<file path="src/rtl/source_text_tokenizer_assert.svh">
// assertion macros for the source text tokenizer
// expects clk and rst_n in the scope that uses them
`ifndef SOURCE_TEXT_TOKENIZER_ASSERT_SVH
`define SOURCE_TEXT_TOKENIZER_ASSERT_SVH

// same-cycle implication, checked out of reset
`define STT_ASSERT_IMP(lbl, ante, cons) \
  lbl: assert property (@(posedge clk) disable iff (!rst_n) (ante) |-> (cons)) \
    else $error("tokenizer assertion failed");

// next-cycle implication, checked out of reset
`define STT_ASSERT_NXT(lbl, ante, cons) \
  lbl: assert property (@(posedge clk) disable iff (!rst_n) (ante) |=> (cons)) \
    else $error("tokenizer assertion failed");

`endif

</file>
<file path="src/rtl/stt_pkg.sv">
// shared types, constants and helpers of the source text tokenizer
// used by stt_lexer, stt_token_fifo and source_text_tokenizer
package stt_pkg;

  localparam int LINE_BITS   = 16;
  localparam int LENGTH_BITS = 8;
  localparam int FIFO_DEPTH  = 8;
  localparam int FIFO_AW     = $clog2(FIFO_DEPTH);
  localparam int PUSH_MAX    = 3;

  localparam logic [LINE_BITS-1:0]   POS_MAX = '1;
  localparam logic [LENGTH_BITS-1:0] LEN_MAX = '1;
  localparam logic [5:0]             FRAC_MAX = 6'd63;
  localparam logic [63:0]            VAL_MAX = 64'h7FFF_FFFF_FFFF_FFFF;

  localparam logic [4:0] K_END     = 5'd0;
  localparam logic [4:0] K_NEWLINE = 5'd1;
  localparam logic [4:0] K_SEMI    = 5'd2;
  localparam logic [4:0] K_LPAREN  = 5'd3;
  localparam logic [4:0] K_RPAREN  = 5'd4;
  localparam logic [4:0] K_ASSIGN  = 5'd5;
  localparam logic [4:0] K_COLON   = 5'd6;
  localparam logic [4:0] K_PLUS    = 5'd7;
  localparam logic [4:0] K_MINUS   = 5'd8;
  localparam logic [4:0] K_STAR    = 5'd9;
  localparam logic [4:0] K_SLASH   = 5'd10;
  localparam logic [4:0] K_IDENT   = 5'd11;
  localparam logic [4:0] K_INT     = 5'd12;
  localparam logic [4:0] K_DEC     = 5'd13;
  localparam logic [4:0] K_CHAR    = 5'd14;
  localparam logic [4:0] K_STRING  = 5'd15;
  localparam logic [4:0] K_ERROR   = 5'd16;

  localparam logic [1:0] E_NONE     = 2'd0;
  localparam logic [1:0] E_BAD_CHAR = 2'd1;
  localparam logic [1:0] E_NO_CLOSE = 2'd2;
  localparam logic [1:0] E_UNKNOWN  = 2'd3;

  localparam logic [7:0] CH_NUL    = 8'h00;
  localparam logic [7:0] CH_NL     = 8'h0A;
  localparam logic [7:0] CH_UNDER  = 8'h5F;
  localparam logic [7:0] CH_DOT    = 8'h2E;
  localparam logic [7:0] CH_SLASH  = 8'h2F;
  localparam logic [7:0] CH_QUOTE  = 8'h27;
  localparam logic [7:0] CH_DQUOTE = 8'h22;
  localparam logic [7:0] CH_SEMI   = 8'h3B;
  localparam logic [7:0] CH_LPAREN = 8'h28;
  localparam logic [7:0] CH_RPAREN = 8'h29;
  localparam logic [7:0] CH_EQ     = 8'h3D;
  localparam logic [7:0] CH_COLON  = 8'h3A;
  localparam logic [7:0] CH_PLUS   = 8'h2B;
  localparam logic [7:0] CH_MINUS  = 8'h2D;
  localparam logic [7:0] CH_STAR   = 8'h2A;

  typedef enum logic [11:0] {
    M_IDLE    = 12'b0000_0000_0001,
    M_IDENT   = 12'b0000_0000_0010,
    M_INT     = 12'b0000_0000_0100,
    M_INT_DOT = 12'b0000_0000_1000,
    M_FRAC    = 12'b0000_0001_0000,
    M_DOT     = 12'b0000_0010_0000,
    M_UNDER   = 12'b0000_0100_0000,
    M_SLASH   = 12'b0000_1000_0000,
    M_COMMENT = 12'b0001_0000_0000,
    M_CHAR1   = 12'b0010_0000_0000,
    M_CHAR2   = 12'b0100_0000_0000,
    M_STRING  = 12'b1000_0000_0000
  } lex_mode_t;

  typedef struct packed {
    logic [4:0]             kind;
    logic [1:0]             code;
    logic [63:0]            value;
    logic [5:0]             frac;
    logic [LENGTH_BITS-1:0] len;
    logic [LINE_BITS-1:0]   ln;
    logic [LINE_BITS-1:0]   col;
    logic                   last;
  } tok_t;

  typedef struct packed {
    logic [1:0]           cnt;
    tok_t [PUSH_MAX-1:0]  tok;
  } push_t;

  function automatic logic is_digit(logic [7:0] b);
    return (b >= 8'h30) && (b <= 8'h39);
  endfunction

  function automatic logic is_alpha(logic [7:0] b);
    return ((b >= 8'h61) && (b <= 8'h7A)) || ((b >= 8'h41) && (b <= 8'h5A));
  endfunction

  function automatic logic is_ident(logic [7:0] b);
    return (b == CH_UNDER) || is_digit(b) || is_alpha(b);
  endfunction

  function automatic logic is_blank(logic [7:0] b);
    return (b == 8'h20) || (b == 8'h09) || (b == 8'h0B) || (b == 8'h0C) || (b == 8'h0D);
  endfunction

  function automatic logic char_ok(logic [7:0] b);
    return ((b >= 8'h20) && (b <= 8'h7E)) || ((b >= 8'h09) && (b <= 8'h0D));
  endfunction

  // v*10 + digit, saturating at the largest signed value
  function automatic logic [63:0] acc_digit(logic [63:0] v, logic [7:0] b);
    logic [67:0] t;
    t = {1'b0, v, 3'b000} + {3'b000, v, 1'b0} + {64'd0, b[3:0]};
    return (t > {4'd0, VAL_MAX}) ? VAL_MAX : t[63:0];
  endfunction

  function automatic tok_t make_tok(logic [4:0] kind, logic [1:0] code, logic [63:0] value,
                                    logic [5:0] frac, logic [LENGTH_BITS-1:0] len,
                                    logic [LINE_BITS-1:0] ln, logic [LINE_BITS-1:0] col);
    tok_t t;
    t.kind  = kind;
    t.code  = code;
    t.value = value;
    t.frac  = frac;
    t.len   = len;
    t.ln    = ln;
    t.col   = col;
    t.last  = 1'b0;
    return t;
  endfunction

endpackage

</file>
<file path="src/rtl/stt_lexer.sv">
// lexer state and per-byte token generation, up to three tokens a beat
// depends on stt_pkg
module stt_lexer
  import stt_pkg::*;
(
  input  logic       clk,
  input  logic       rst_n,
  input  logic       accept,
  input  logic [7:0] text_byte,
  output push_t      push
);

  lex_mode_t              mode_r, mode_nxt;
  logic [63:0]            acc_r, acc_nxt;
  logic [5:0]             frac_r, frac_nxt;
  logic [LENGTH_BITS-1:0] len_r, len_nxt;
  logic [LINE_BITS-1:0]   line_r, line_nxt, col_r, col_nxt;
  logic [LINE_BITS-1:0]   tline_r, tline_nxt, tcol_r, tcol_nxt;
  logic [LINE_BITS-1:0]   dline_r, dline_nxt, dcol_r, dcol_nxt;
  logic                   lwn_r, lwn_nxt;

  logic                   emit_a, emit_b, do_start;
  tok_t                   tok_a, tok_b;
  logic                   lwn_eff;
  logic                   st_emit;
  tok_t                   st_tok;
  lex_mode_t              st_mode;
  logic [63:0]            st_acc;
  logic [LENGTH_BITS-1:0] st_len;
  logic [63:0]            accd;
  logic [63:0]            byte_val;
  logic [1:0]             n;

  assign accd     = acc_digit(acc_r, text_byte);
  assign byte_val = {56'd0, text_byte};
  assign lwn_eff  = emit_a ? 1'b0 : lwn_r;

  // token start for the current byte
  always_comb begin
    st_emit = 1'b0;
    st_tok  = make_tok(K_END, E_NONE, '0, '0, '0, line_r, col_r);
    st_mode = M_IDLE;
    st_acc  = '0;
    st_len  = '0;
    if (text_byte == CH_NUL) begin
      st_emit = 1'b1;
    end else if (text_byte == CH_NL) begin
      st_emit     = !lwn_eff;
      st_tok.kind = K_NEWLINE;
    end else if (is_blank(text_byte)) begin
      st_mode = M_IDLE;
    end else if (text_byte == CH_QUOTE) begin
      st_mode = M_CHAR1;
    end else if (text_byte == CH_DQUOTE) begin
      st_mode = M_STRING;
    end else if (is_digit(text_byte)) begin
      st_acc  = {60'd0, text_byte[3:0]};
      st_mode = M_INT;
    end else if (text_byte == CH_DOT) begin
      st_mode = M_DOT;
    end else if (is_alpha(text_byte)) begin
      st_len  = LENGTH_BITS'(1);
      st_mode = M_IDENT;
    end else if (text_byte == CH_UNDER) begin
      st_mode = M_UNDER;
    end else if (text_byte == CH_SLASH) begin
      st_mode = M_SLASH;
    end else begin
      st_emit = 1'b1;
      unique case (text_byte)
        CH_SEMI:   st_tok.kind = K_SEMI;
        CH_LPAREN: st_tok.kind = K_LPAREN;
        CH_RPAREN: st_tok.kind = K_RPAREN;
        CH_EQ:     st_tok.kind = K_ASSIGN;
        CH_COLON:  st_tok.kind = K_COLON;
        CH_PLUS:   st_tok.kind = K_PLUS;
        CH_MINUS:  st_tok.kind = K_MINUS;
        CH_STAR:   st_tok.kind = K_STAR;
        default: begin
          st_tok.kind  = K_ERROR;
          st_tok.code  = E_UNKNOWN;
          st_tok.value = byte_val;
        end
      endcase
    end
  end

  // mode transitions and pending-token emission
  always_comb begin
    mode_nxt  = mode_r;
    acc_nxt   = acc_r;
    frac_nxt  = frac_r;
    len_nxt   = len_r;
    tline_nxt = tline_r;
    tcol_nxt  = tcol_r;
    dline_nxt = dline_r;
    dcol_nxt  = dcol_r;
    emit_a    = 1'b0;
    emit_b    = 1'b0;
    do_start  = 1'b0;
    tok_a     = make_tok(K_ERROR, E_UNKNOWN, {56'd0, CH_DOT}, '0, '0, tline_r, tcol_r);
    tok_b     = make_tok(K_ERROR, E_UNKNOWN, {56'd0, CH_DOT}, '0, '0, dline_r, dcol_r);
    unique case (mode_r)
      M_IDLE: begin
        do_start = 1'b1;
      end
      M_IDENT: begin
        if (is_ident(text_byte)) begin
          if (len_r != LEN_MAX) len_nxt = len_r + LENGTH_BITS'(1);
        end else begin
          emit_a   = 1'b1;
          tok_a    = make_tok(K_IDENT, E_NONE, '0, '0, len_r, tline_r, tcol_r);
          do_start = 1'b1;
        end
      end
      M_INT: begin
        if (is_digit(text_byte)) begin
          acc_nxt = accd;
        end else if (text_byte == CH_DOT) begin
          dline_nxt = line_r;
          dcol_nxt  = col_r;
          mode_nxt  = M_INT_DOT;
        end else begin
          emit_a   = 1'b1;
          tok_a    = make_tok(K_INT, E_NONE, acc_r, '0, '0, tline_r, tcol_r);
          do_start = 1'b1;
        end
      end
      M_INT_DOT: begin
        if (is_digit(text_byte)) begin
          acc_nxt  = accd;
          frac_nxt = 6'd1;
          mode_nxt = M_FRAC;
        end else begin
          emit_a   = 1'b1;
          tok_a    = make_tok(K_INT, E_NONE, acc_r, '0, '0, tline_r, tcol_r);
          emit_b   = 1'b1;
          do_start = 1'b1;
        end
      end
      M_DOT: begin
        if (is_digit(text_byte)) begin
          acc_nxt  = accd;
          frac_nxt = 6'd1;
          mode_nxt = M_FRAC;
        end else begin
          emit_a   = 1'b1;
          do_start = 1'b1;
        end
      end
      M_FRAC: begin
        if (is_digit(text_byte)) begin
          acc_nxt = accd;
          if (frac_r != FRAC_MAX) frac_nxt = frac_r + 6'd1;
        end else begin
          emit_a   = 1'b1;
          tok_a    = make_tok(K_DEC, E_NONE, acc_r, frac_r, '0, tline_r, tcol_r);
          do_start = 1'b1;
        end
      end
      M_UNDER: begin
        if (is_ident(text_byte)) begin
          len_nxt  = LENGTH_BITS'(2);
          mode_nxt = M_IDENT;
        end else begin
          emit_a   = 1'b1;
          tok_a    = make_tok(K_ERROR, E_UNKNOWN, {56'd0, CH_UNDER}, '0, '0, tline_r, tcol_r);
          do_start = 1'b1;
        end
      end
      M_SLASH: begin
        if (text_byte == CH_SLASH) begin
          mode_nxt = M_COMMENT;
        end else begin
          emit_a   = 1'b1;
          tok_a    = make_tok(K_SLASH, E_NONE, '0, '0, '0, tline_r, tcol_r);
          do_start = 1'b1;
        end
      end
      M_COMMENT: begin
        do_start = (text_byte == CH_NL) || (text_byte == CH_NUL);
      end
      M_CHAR1: begin
        if ((text_byte != CH_NUL) && char_ok(text_byte)) begin
          acc_nxt  = byte_val;
          mode_nxt = M_CHAR2;
        end else begin
          emit_a   = 1'b1;
          tok_a    = make_tok(K_ERROR, E_BAD_CHAR, byte_val, '0, '0, tline_r, tcol_r);
          mode_nxt = M_IDLE;
          do_start = (text_byte == CH_NUL);
        end
      end
      M_CHAR2: begin
        if (text_byte == CH_QUOTE) begin
          emit_a   = 1'b1;
          tok_a    = make_tok(K_CHAR, E_NONE, acc_r, '0, '0, tline_r, tcol_r);
          mode_nxt = M_IDLE;
        end else begin
          emit_a   = 1'b1;
          tok_a    = make_tok(K_ERROR, E_NO_CLOSE, '0, '0, '0, tline_r, tcol_r);
          do_start = 1'b1;
        end
      end
      M_STRING: begin
        if (text_byte == CH_DQUOTE) begin
          emit_a   = 1'b1;
          tok_a    = make_tok(K_STRING, E_NONE, '0, '0, len_r, tline_r, tcol_r);
          mode_nxt = M_IDLE;
        end else if (text_byte == CH_NUL) begin
          emit_a   = 1'b1;
          tok_a    = make_tok(K_ERROR, E_NO_CLOSE, '0, '0, '0, tline_r, tcol_r);
          do_start = 1'b1;
        end else if (len_r != LEN_MAX) begin
          len_nxt = len_r + LENGTH_BITS'(1);
        end
      end
      default: begin
        mode_nxt = M_IDLE;
      end
    endcase
    if (do_start) begin
      mode_nxt  = st_mode;
      acc_nxt   = st_acc;
      frac_nxt  = '0;
      len_nxt   = st_len;
      tline_nxt = line_r;
      tcol_nxt  = col_r;
    end
  end

  // position and newline-run tracking
  always_comb begin
    line_nxt = line_r;
    col_nxt  = col_r;
    if (text_byte == CH_NL) begin
      if (line_r != POS_MAX) line_nxt = line_r + LINE_BITS'(1);
      col_nxt = '0;
    end else if ((text_byte != CH_NUL) && (col_r != POS_MAX)) begin
      col_nxt = col_r + LINE_BITS'(1);
    end
    if (do_start && st_emit) begin
      lwn_nxt = (st_tok.kind == K_NEWLINE);
    end else if (emit_a) begin
      lwn_nxt = 1'b0;
    end else begin
      lwn_nxt = lwn_r;
    end
  end

  // pack the tokens of this beat in order
  always_comb begin
    push = '0;
    n    = 2'd0;
    if (emit_a) begin
      push.tok[n] = tok_a;
      n           = n + 2'd1;
    end
    if (emit_b) begin
      push.tok[n] = tok_b;
      n           = n + 2'd1;
    end
    if (do_start && st_emit) begin
      push.tok[n] = st_tok;
      n           = n + 2'd1;
    end
    if (n != 2'd0) push.tok[n - 2'd1].last = 1'b1;
    push.cnt = accept ? n : 2'd0;
  end

  always_ff @(posedge clk) begin
    if (!rst_n) begin
      mode_r  <= M_IDLE;
      acc_r   <= '0;
      frac_r  <= '0;
      len_r   <= '0;
      line_r  <= '0;
      col_r   <= '0;
      tline_r <= '0;
      tcol_r  <= '0;
      dline_r <= '0;
      dcol_r  <= '0;
      lwn_r   <= 1'b0;
    end else if (accept) begin
      mode_r  <= mode_nxt;
      acc_r   <= acc_nxt;
      frac_r  <= frac_nxt;
      len_r   <= len_nxt;
      line_r  <= line_nxt;
      col_r   <= col_nxt;
      tline_r <= tline_nxt;
      tcol_r  <= tcol_nxt;
      dline_r <= dline_nxt;
      dcol_r  <= dcol_nxt;
      lwn_r   <= lwn_nxt;
    end
  end

endmodule

</file>
<file path="src/rtl/stt_token_fifo.sv">
// token queue: takes up to three tokens a cycle, gives one a cycle while pop is high
// depends on stt_pkg
module stt_token_fifo
  import stt_pkg::*;
(
  input  logic               clk,
  input  logic               rst_n,
  input  push_t              push,
  input  logic               pop,
  output tok_t               head,
  output logic [FIFO_AW:0]   count
);

  tok_t                 mem_r [FIFO_DEPTH];
  logic [FIFO_AW-1:0]   wr_ptr_r, wr_ptr_nxt, rd_ptr_r, rd_ptr_nxt;
  logic [FIFO_AW:0]     count_r, count_nxt;

  assign head  = mem_r[rd_ptr_r];
  assign count = count_r;

  assign wr_ptr_nxt = wr_ptr_r + FIFO_AW'(push.cnt);
  assign rd_ptr_nxt = rd_ptr_r + FIFO_AW'(pop);
  assign count_nxt  = count_r + (FIFO_AW + 1)'(push.cnt) - (FIFO_AW + 1)'(pop);

  always_ff @(posedge clk) begin
    for (int i = 0; i < PUSH_MAX; i++) begin
      if (2'(i) < push.cnt) mem_r[wr_ptr_r + FIFO_AW'(i)] <= push.tok[i];
    end
  end

  always_ff @(posedge clk) begin
    if (!rst_n) begin
      wr_ptr_r <= '0;
      rd_ptr_r <= '0;
      count_r  <= '0;
    end else begin
      wr_ptr_r <= wr_ptr_nxt;
      rd_ptr_r <= rd_ptr_nxt;
      count_r  <= count_nxt;
    end
  end

endmodule

</file>
<file path="src/rtl/source_text_tokenizer.sv">
// channel  dir  handshake            payload
// in_      in   in_valid / in_stall  in_text_byte
// out_     out  out_valid / out_stall token fields, out_last_of_run on final token of a byte
//
// one byte is lexed in the cycle it is accepted; its tokens land in an 8-entry queue
// bytes are taken every cycle while the queue has room for three tokens
// tokens leave one per cycle from the queue head while out_stall is low, so bytes that yield two or three
// tokens raise in_stall once the queue backs up
// synchronous active-low reset empties the queue and returns the lexer to line 0, column 0
// depends on stt_pkg, stt_lexer, stt_token_fifo and source_text_tokenizer_assert.svh
`include "source_text_tokenizer_assert.svh"

module source_text_tokenizer
  import stt_pkg::*;
(
  input  logic               clk,
  input  logic               rst_n,
  input  logic               in_valid,
  output logic               in_stall,
  input  logic [7:0]         in_text_byte,
  output logic               out_valid,
  input  logic               out_stall,
  output logic [4:0]         out_token_kind,
  output logic [1:0]         out_error_code,
  output logic signed [63:0] out_token_value,
  output logic [5:0]         out_fraction_digits,
  output logic [7:0]         out_token_length,
  output logic [15:0]        out_start_line,
  output logic [15:0]        out_start_column,
  output logic               out_last_of_run
);

  logic             in_accept;
  logic             out_pop;
  push_t            push;
  tok_t             head;
  logic [FIFO_AW:0] fifo_count;

  assign in_stall  = fifo_count > (FIFO_AW + 1)'(FIFO_DEPTH - PUSH_MAX);
  assign in_accept = in_valid && !in_stall;
  assign out_valid = fifo_count != '0;
  assign out_pop   = out_valid && !out_stall;

  stt_lexer u_lexer (
    .clk       (clk),
    .rst_n     (rst_n),
    .accept    (in_accept),
    .text_byte (in_text_byte),
    .push      (push)
  );

  stt_token_fifo u_fifo (
    .clk   (clk),
    .rst_n (rst_n),
    .push  (push),
    .pop   (out_pop),
    .head  (head),
    .count (fifo_count)
  );

  assign out_token_kind      = head.kind;
  assign out_error_code      = head.code;
  assign out_token_value     = $signed(head.value);
  assign out_fraction_digits = head.frac;
  assign out_token_length    = head.len;
  assign out_start_line      = head.ln;
  assign out_start_column    = head.col;
  assign out_last_of_run     = head.last;

  `STT_ASSERT_IMP(a_room_on_accept, in_accept, fifo_count <= (FIFO_AW + 1)'(FIFO_DEPTH - PUSH_MAX))
  `STT_ASSERT_IMP(a_end_emits, in_accept && (in_text_byte == CH_NUL), push.cnt != 2'd0)
  `STT_ASSERT_IMP(a_no_push_idle, !in_accept, push.cnt == 2'd0)
  `STT_ASSERT_NXT(a_count_hold, !in_accept && !out_pop, $stable(fifo_count))

endmodule

</file>
<file path="config.mk">
export PLATFORM = sky130hd
export DESIGN_NAME = source_text_tokenizer
export DESIGN_NICKNAME = d
export VERILOG_FILES = /design/src/rtl/stt_pkg.sv /design/src/rtl/stt_lexer.sv /design/src/rtl/stt_token_fifo.sv /design/src/rtl/source_text_tokenizer.sv
export VERILOG_INCLUDE_DIRS = /design/src /design/src/rtl
export SDC_FILE = /design/constraint.sdc
export NUM_CORES = 2
export LEC_CHECK = 0
export ABC_AREA = 1
export ABC_CLOCK_PERIOD_IN_PS = 10900
export BUFFER_PORTS_ARGS = -buffer_cell sky130_fd_sc_hd__buf_2
export CORE_MARGIN = 10
export CORE_UTILIZATION = 60
export DETAILED_ROUTE_END_ITERATION = 10
export PLACE_DENSITY = 0.77
export SLEW_MARGIN = 5
export SYNTH_ARGS = -nofsm -noshare
export SYNTH_HDL_FRONTEND = slang
export SYNTH_SLANG_ARGS = --single-unit
</file>
<file path="constraint.sdc">
create_clock -name clk -period 10.9 [get_ports clk]
set_clock_uncertainty 0.1 [all_clocks]
set_input_delay 0.545 -clock clk [delete_from_list [all_inputs] [get_ports clk]]
set_output_delay 0.545 -clock clk [all_outputs]
set_load 0.005 [all_outputs]
</file>
==> flow_metrics.tcl <==
set metrics [dict create \
    required_ps 11160 \
    met1Wirelength_um 85200 \
    status "finished, violations left" \
    yosysUniqueCellTypes 51 \
    syn_area_per_cell_um2 7.89 \
    viasPerCell 6.42 \
    worstPathArrival_ps 7970 \
    clk_latency_ps 750 \
    io_pins 132 \
    synth_edf_count 944 \
    ys_async_sr_fraction_pct 0 \
    core_region_area_um2 107000 \
    ant_nets 0 \
    clock_sinks 1141 \
    path_class "reg2reg" \
    dr.max_layer_used "met5" \
    first_global_vias 56882 \
    postSynthCellCount 8161 \
    timing.final.max_slew_violations 0 \
    violations "max-capacitance violations" \
    path_max_fanout 100 \
    dieArea_um2 121000 \
    timing.fmax_mhz 130 \
    tightest_slew_ps 1490 \
    ctsRootBufferMaster "clkbuf_16" \
    power_leakage_nw 29.9 \
    relSlewSlack_pct 0.125 \
    cts_setup_buffers 0 \
    final.min_clock_period_ps 7710 \
    gr-usage-all-layers_pct 36.0 \
    drv_cap 1 \
    fp.dieW_um 348 \
    rsz0062_at_grt "no" \
    final_common_cell "nor2_1" \
    firstDrtPassIters 7 \
    ys_seq_elements 1141 \
    path_clk_slew_ps 60 \
    nFillCells 8850 \
    final_cell_mix "nor2_1 (1737), nand2_1 (1724), edfxtp_1 (944)" \
    hold_class "in2reg" \
    syn_nets 8323 \
    die_h_um 348 \
    grt_max_degree 180 \
    area_growth_pct 7.59 \
    tns_ps 0 \
    setup_viol_count_final 0 \
    wl_met2_um 95600 \
    hold_viol 0 \
    ys_seq_area_share_pct 50.2 \
    start_kind "flop" \
    cts-htree-levels 3 \
    vias 60769 \
    dpl_cell_area_um2 65500 \
    yosys_most_used_dff "edfxtp_1" \
    power.density_nw_per_um2 215 \
    cts_max_path_buffers 3 \
    peakVddDrop_v 0.000162 \
    fp-row-count 120 \
    ys_warn_count 0 \
    wl_um 226000 \
    grt_pass1_wl_um 340000 \
    cts_tree "done" \
    drtIter0Drc 9808 \
    ctsResizeCount 0 \
    place.gp.congestion 0.994 \
    endpoint_kind "flop" \
    drive_gt1_share_pct 6.08 \
    grt.overflow.total 0 \
    hold_buffers 0 \
    drcViolationCount 0 \
    antenna_found_initial 4 \
    syn_area_um2 64400 \
    dr_wl_met3_um 36800 \
    hpwl_um 133000 \
    stdcell_area_um2 69300 \
    start_util_pct 60.3 \
    cts_buffers 115 \
    timing.final.crit_share_pct 70.7 \
    port-buffer-count 131 \
    nets 8122 \
    wl_per_cell_um 23.9 \
]
## state kept, by name, summed over array words and instances, names as in the netlist, 12 cells and up
| signal | cells |
|---|---|
| u_lexer.tcol_r | 16 |
| u_lexer.mode_r | 12 |
| u_lexer.col_r | 16 |
| u_lexer.tline_r | 16 |
| u_lexer.acc_r | 64 |
| u_lexer.dline_r | 16 |
| u_lexer.line_r | 16 |
| u_fifo.mem_r | 944 |
| u_lexer.dcol_r | 16 |
## worst paths after layout
check / start / to / slack (ps) / cells past startpoint
max: u_lexer.mode_r[6]$_SDFFE_PN0P_ / u_fifo.mem_r[3][85]$_SDFFCE_PP0P_ / 3190 / 19
min reg2reg: u_lexer.dcol_r[11]$_SDFFE_PN0P_ / u_lexer.dcol_r[11]$_SDFFE_PN0P_ / 350 / 2
min: in_valid / u_lexer.lwn_r$_SDFFE_PN0P_ / 160 / 4
max reg2reg: u_lexer.mode_r[6]$_SDFFE_PN0P_ / u_fifo.mem_r[3][85]$_SDFFCE_PP0P_ / 3190 / 19
## area by class of cell
type                            count  area (um2)  share of cell area [%]
Multi-Input combinational cell   6102       28600                    41.3
Inverter                          387        1480                    2.13
Clock inverter                     54         603                   0.871
Antenna cell                        4        10.0                  0.0145
Clock buffer                      157        3180                    4.59
Sequential cell                  1141       32300                    46.6
Tap cell                         1403        1760                    2.53
Timing Repair Buffer              213        1350                    1.94
## cells by family after synthesis
group,after synthesis,synth area share (%)
XOR/XNOR,67,0.912
AND/OR/NAND/NOR,4449,28.1
buffers and inverters,918,5.87
AO/OA/AOI/OAI,1436,11.9
flip-flops,1141,50.2
adder cells (fa/ha/maj),150,2.96
## metal layers
layer  global-route usage (%)  up-vias
met5                        0        -
met4                     13.6        4
met2                     52.8     4628
li1                         -    27236
met1                     49.0    28214
met3                     12.6      687
## power by group
part | leakage (nW) | switching (mW) | total [mW] | internal (mW)
clock network | 1.84 | 1.78 | 4.02 | 2.24
registers | 11.0 | 0.206 | 5.54 | 5.33
logic | 17.0 | 3.73 | 5.30 | 1.57
## critical path, cell delays in order (launching register included)
cell and delay, ps:
dfxtp_1 320, inv_2 80, nand2_1 80, nor2_1 160
nand2_1 110, inv_1 80, nand2_1 410, nor2_1 380
nor2_1 120, nand2_1 170, inv_1 90, ha_1 510
nand3_2 160, buf_4 590, nand2_2 180, nor2_4 720
buf_4 820, nand2_2 790, nand3_4 630, buf_12 600
## per-stage QoR
stage          util, %  power [mW]  instances  worst slack, ps  hold WS, ps
3_5_place_dp      61.3        10.7       9246             3100          337
3_3_place_gp      61.3        10.6       9246             3190          334
5_1_grt           64.9        15.5       9457             2800          190
2_1_floorplan        -        8.99       8161             3520          324
6_report          64.9        14.9       9461             3190          156
4_1_cts           64.9        14.7       9457             3480          134
## cell usage after synthesis, types with 16 or more instances
cell type	count	area share [%]
nor2_1	1739	10
nand2_1	1734	10
edfxtp_1	944	44
nand3_1	795	6.2
o21ai_0	764	5.9
inv_1	357	2.1
clkbuf_1	323	1.9
a21oi_1	319	2.5
dfxtp_1	197	6.1
buf_2	147	1.1
ha_1	146	2.8
a31oi_1	133	1.3
o22ai_1	120	1.2
nor3_1	75	0.58
xor2_1	53	0.72
nand4_1	36	0.35
buf_4	34	0.40
o21ai_1	30	0.23
inv_2	25	0.15
buf_1	24	0.14
nor2_2	16	0.16
Power figures use the tool's default switching activity.
